`src/rtl/assert_macros.svh`:
```
// ----------------------------------------------------------------------------
// Assertion macros
// Shared concurrent assertion forms, clocked on clk and disabled in reset.
// ----------------------------------------------------------------------------
`ifndef ASSERT_MACROS_SVH
`define ASSERT_MACROS_SVH

// The condition holds at every clock edge out of reset.
`define MWUF_ASSERT(label, cond) \
    label: assert property (@(posedge clk) disable iff (!rst_n) (cond)) \
        else $error("assertion failed");

// When the first condition holds, the second holds in the next cycle.
`define MWUF_ASSERT_NEXT(label, ante, cons) \
    label: assert property (@(posedge clk) disable iff (!rst_n) (ante) |=> (cons)) \
        else $error("assertion failed");

`endif

```
`src/rtl/mwuf_pkg.sv`:
```
// ----------------------------------------------------------------------------
// mwuf_pkg
// Shared constants and types of the maze wall union-find block.
// ----------------------------------------------------------------------------
package mwuf_pkg;

    localparam int MAX_SIDE_DEFAULT = 64;
    localparam int SIDE_RESET       = 8;
    localparam int CELL_FIELD_W     = 12;
    localparam int CFG_DATA_W       = 7;
    localparam int CFG_INDEX_W      = 1;
    localparam int IN_DATA_W        = 24;
    localparam int OUT_DATA_W       = 8;

    localparam logic [CFG_INDEX_W-1:0] REG_ROW_COUNT    = 1'd0;
    localparam logic [CFG_INDEX_W-1:0] REG_COLUMN_COUNT = 1'd1;

    typedef struct packed {
        logic done;
        logic zero;
    } rem_status_t;

endpackage

```
`src/rtl/mwuf_rem.sv`:
```
// ----------------------------------------------------------------------------
// mwuf_rem
// Iterative restoring remainder unit, one quotient bit per cycle.
// ----------------------------------------------------------------------------
module mwuf_rem #(
    parameter int DIV_W  = 13,
    parameter int SIDE_W = 7
) (
    input  logic                   clk,
    input  logic                   rst_n,
    input  logic                   start,
    input  logic [DIV_W-1:0]       dividend,
    input  logic [SIDE_W-1:0]      divisor,
    output mwuf_pkg::rem_status_t  status
);

    localparam int SH_W  = DIV_W + SIDE_W;
    localparam int CNT_W = (SIDE_W > 1) ? $clog2(SIDE_W) : 1;

    logic [DIV_W-1:0] rem_reg;
    logic [CNT_W-1:0] cnt_reg;
    logic             busy_reg;
    logic             done_reg;
    logic [SH_W-1:0]  shifted;
    logic [SH_W-1:0]  rem_ext;
    logic             fits;

    assign shifted = SH_W'(divisor) << cnt_reg;
    assign rem_ext = SH_W'(rem_reg);
    assign fits    = rem_ext >= shifted;

    always_ff @(posedge clk or negedge rst_n)
    begin
        if (!rst_n)
        begin
            busy_reg <= 1'b0;
            done_reg <= 1'b0;
            cnt_reg  <= '0;
        end
        else
        begin
            done_reg <= 1'b0;
            if (start)
            begin
                busy_reg <= 1'b1;
                cnt_reg  <= CNT_W'(SIDE_W - 1);
            end
            else if (busy_reg)
            begin
                if (cnt_reg == '0)
                begin
                    busy_reg <= 1'b0;
                    done_reg <= 1'b1;
                end
                else
                begin
                    cnt_reg <= cnt_reg - 1'b1;
                end
            end
        end
    end

    always_ff @(posedge clk)
    begin
        if (start)
        begin
            rem_reg <= dividend;
        end
        else if (busy_reg && fits)
        begin
            rem_reg <= DIV_W'(rem_ext - shifted);
        end
    end

    assign status.done = done_reg;
    assign status.zero = (rem_reg == '0);

endmodule

```
`config.mk`:
```
export PLATFORM = sky130hd
export DESIGN_NAME = mwuf_rem
export DESIGN_NICKNAME = d
export VERILOG_FILES = /design/src/rtl/assert_macros.svh /design/src/rtl/mwuf_pkg.sv /design/src/rtl/mwuf_rem.sv
export SDC_FILE = /design/constraint.sdc
export NUM_CORES = 1
export LEC_CHECK = 0
export BUFFER_PORTS_ARGS = -buffer_cell sky130_fd_sc_hd__buf_2
export CAP_MARGIN = 10
export CORE_ASPECT_RATIO = 0.7
export CORE_MARGIN = 4
export CORE_UTILIZATION = 30
export CTS_CLUSTER_SIZE = 25
export DETAILED_ROUTE_END_ITERATION = 8
export MAX_ROUTING_LAYER = met4
export PLACE_DENSITY = 0.52
export SYNTH_ARGS = -nofsm -noshare
export SYNTH_HDL_FRONTEND = slang
export SYNTH_SLANG_ARGS = --single-unit
```
`constraint.sdc`:
```
create_clock -name clk -period 4.29 [get_ports clk]
set_clock_uncertainty 0.2 [all_clocks]
set_input_delay 0.429 -clock clk [delete_from_list [all_inputs] [get_ports clk]]
set_output_delay 0.429 -clock clk [all_outputs]
set_load 0.02 [all_outputs]
```
==> flow_summary.toml <==
[logic_synthesis]
syn_area_mm2 = 0.00169
synth_area_leader_cell = "edfxtp_1"
synth_cell_types = 46
synth_fa_ha_area_share_pct = 12.3
yosysSeqAreaShare_pct = 30.5
syn_inst = 202
yosysWarnings = 0
synth_top_cell_area_share_pct = 23.1
synth-edff-count = 13
syn_area_per_cell_um2 = 8.36
synth_top_family_by_area = "simple AND/OR/NAND/NOR gates"
synth_compound_area_share_pct = 20.1
ys_ff_latch = 18
synthXorXnorAreaFrac_pct = 4.67
async_reset_ff_share_pct = 27.8
syn_nets = 241
synth_ff_type = "edfxtp_1"
synth_mux_area_share_pct = 7.41
yosys-top-cells-area = "edfxtp_1 23%, ha_1 11%, dfrtp_1 7.4%, nand2_1 6.9%, mux2i_1 4.7%"
yosys.area_share.simple_pct = 20.7

[status]
status = "completed"

[critical_path]
cp-end-kind = "register"
r2r_slack_ns = 0.77
rr_worst_depth = 12
worstPathRequired_ns = 4.05
crit_fanout = 14
crit_type = "register to register"
reg2reg_from = "cnt_reg[1]"
cp.arrival_ns = 3.28
r2r_end = "rem_reg[4]"
crit_start = "cnt_reg[1]"
start_kind = "register"

[finish]
nNetsFinal = 263
layout.cells.non_filler = 295
drive_gt1_share_pct = 17.5
area_growth_pct = 14.5
antenna_cells = 0
nFillCells = 586
largest_register_ffs = 13

[power_and_ir_drop]
pwr_density_cell_mw_per_mm2 = 895
p_leak_nw = 0.839
vdd_drop_max_mv = 0.358

[routing]
wl_met2_mm = 1.48
post_drt_wl_per_cell_um = 14.3
postRouteAntennaNets = 0
drtIter0Drc = 53
viasPerCell = 4.91
wl_mm = 4.23
dr.pass1.iters = 4
via_count = 1447
route.detailed.drc = 0
top_layer_used = "met4"
wl_met3_um = 217
met1Wirelength_mm = 2.50

[timing]
setup_tns_ns = 0
period_share_pct = 82.0
max_freq_ghz = 0.284
fin_crit_ns = 3.52
rsz0062_at_grt = "false"
hold_viol = 0
setup_violations = 0
drv_slew = 0
worst_pin_slew_ns = 0.611
relSlewSlack_pct = 59.3

[floorplanning]
die_area_mm2 = 0.00691
start_util_pct = 31.6
die_x_um = 97.7
fp.coreArea_mm2 = 0.00534
die_h_um = 70.8
ios = 25
placementRows = 22

[clock_network]
h-tree-depth = 1
ctsHoldBuffers = 1
cts_buffers = 3
clock_path_buffers = 2
cts_sinks = 18
cts_resized = 0
clk_pin_slew_ns = 0.08
cts_tree = "built"
insertion_delay_ns = 0.26
cts-root-buf = "clkbuf_8"
cts_setup_buffers = 0

[global_routing]
grt_pass1_vias = 1368
grt_remaining_overflow = 0
grt_pass1_wl_mm = 6.87
grt_usage_pct = 12.7
grt_max_degree = 32
antenna_found_initial = 0

[placed_design]
gp_congestion = 0.818
dp_hpwl_mm = 3.36
placedCellCount = 290
portBuffers = 24

[min_path]
worstHoldStart = "dividend[3]"
hold_path_class = "input port to register"
holdPathEnd = "rem_reg[3]"
holdPathStages = 3

[run]
cap_violations = 0
## how the worst max path moves through the flow
stage               slack (ns)          to
global route              0.55  rem_reg[4]
finish                    0.77  rem_reg[4]
detailed placement        0.81  rem_reg[7]
CTS                       0.79  rem_reg[7]
global placement          0.88  rem_reg[7]
floorplan                 0.89  rem_reg[0]
## stage by stage
step	hold WS (ns)	area, um^2	total power, mW	setup slack [ns]	util [%]
floorplan	-0.0666	1690	1.31	0.892	-
global placement	0.0502	1870	1.59	0.876	35.0
detailed placement	0.0528	1870	1.57	0.807	35.0
CTS	0.249	1930	1.73	0.791	36.2
global route	0.271	1930	1.90	0.547	36.2
finish	0.252	1930	1.73	0.774	36.2
## area by class of cell
class | instances | area (um^2) | area share (%)
tap | 72 | 90.1 | 4.66
multi-input combinational | 166 | 1100 | 56.9
clock buffer | 4 | 55.1 | 2.85
timing repair buffer | 26 | 138 | 7.12
sequential | 18 | 515 | 26.7
inverter | 9 | 33.8 | 1.75
## critical path, cell delays in order, from the launching register on
cell,delay [ns]
dfrtp_1,0.63
mux2_1,0.39
nor2_1,0.09
a21oi_1,0.07
a22oi_1,0.34
ha_1,0.30
nand2_1,0.09
nor2_1,0.15
nand4_1,0.14
a21oi_1,0.14
o21ai_1,0.07
a21oi_1,0.33
buf_4,0.28
## cell families (layout without fill, tap and decap cells)
family                     after synthesis  count (layout)
AOI/OAI and AO/OA                       54              54
xor gates and xnor gates                 9               9
adders and majority gates               16              16
buffers and inverters                   18              39
DFF                                     18              18
muxes                                   12              12
and+or+nand+nor                         75              75
## placed cells by master (no fill, tap or decap), drive strengths merged, types with 2 or more instances in the layout
master	count
a21o	2
a21oi	15
buf	25
clkbuf	4
dfrtp	5
edfxtp	13
ha	15
inv	9
mux2	4
mux2i	8
nand2	31
nand2b	3
nand3	2
nand4	4
nor2	18
nor2b	4
nor3	5
nor4	2
o211ai	2
o21a	3
o21ai	23
or3	2
xnor2	5
xor2	4
## power breakdown
part / internal [mW] / total (mW) / switching, mW
sequential: 0.315 / 0.406 / 0.0912
clock: 0.0817 / 0.145 / 0.0635
combinational: 0.491 / 1.18 / 0.687
## cells in the mapped netlist (2+ instances only)
cell type / instances
a21o_1: 2
a21oi_1: 13
a21oi_2: 2
clkbuf_1: 6
dfrtp_1: 5
edfxtp_1: 13
ha_1: 15
inv_1: 6
inv_2: 3
mux2_1: 3
mux2i_1: 8
nand2_1: 31
nand2b_1: 3
nand3_1: 2
nand4_1: 4
nor2_1: 18
nor2b_1: 3
nor3_1: 5
nor4_1: 2
o211ai_1: 2
o21a_1: 3
o21ai_0: 6
o21ai_1: 15
o21ai_2: 2
or3_1: 2
xnor2_1: 5
xor2_1: 4
## metal layers
layer / GRT usage [%] / vias up
li1: - / 771
met1: 20.7 / 641
met2: 15.4 / 31
met3: 3.15 / 4
met4: 1.84 / 0
met5: - / -
No activity file was read; power rests on OpenSTA's default activity.
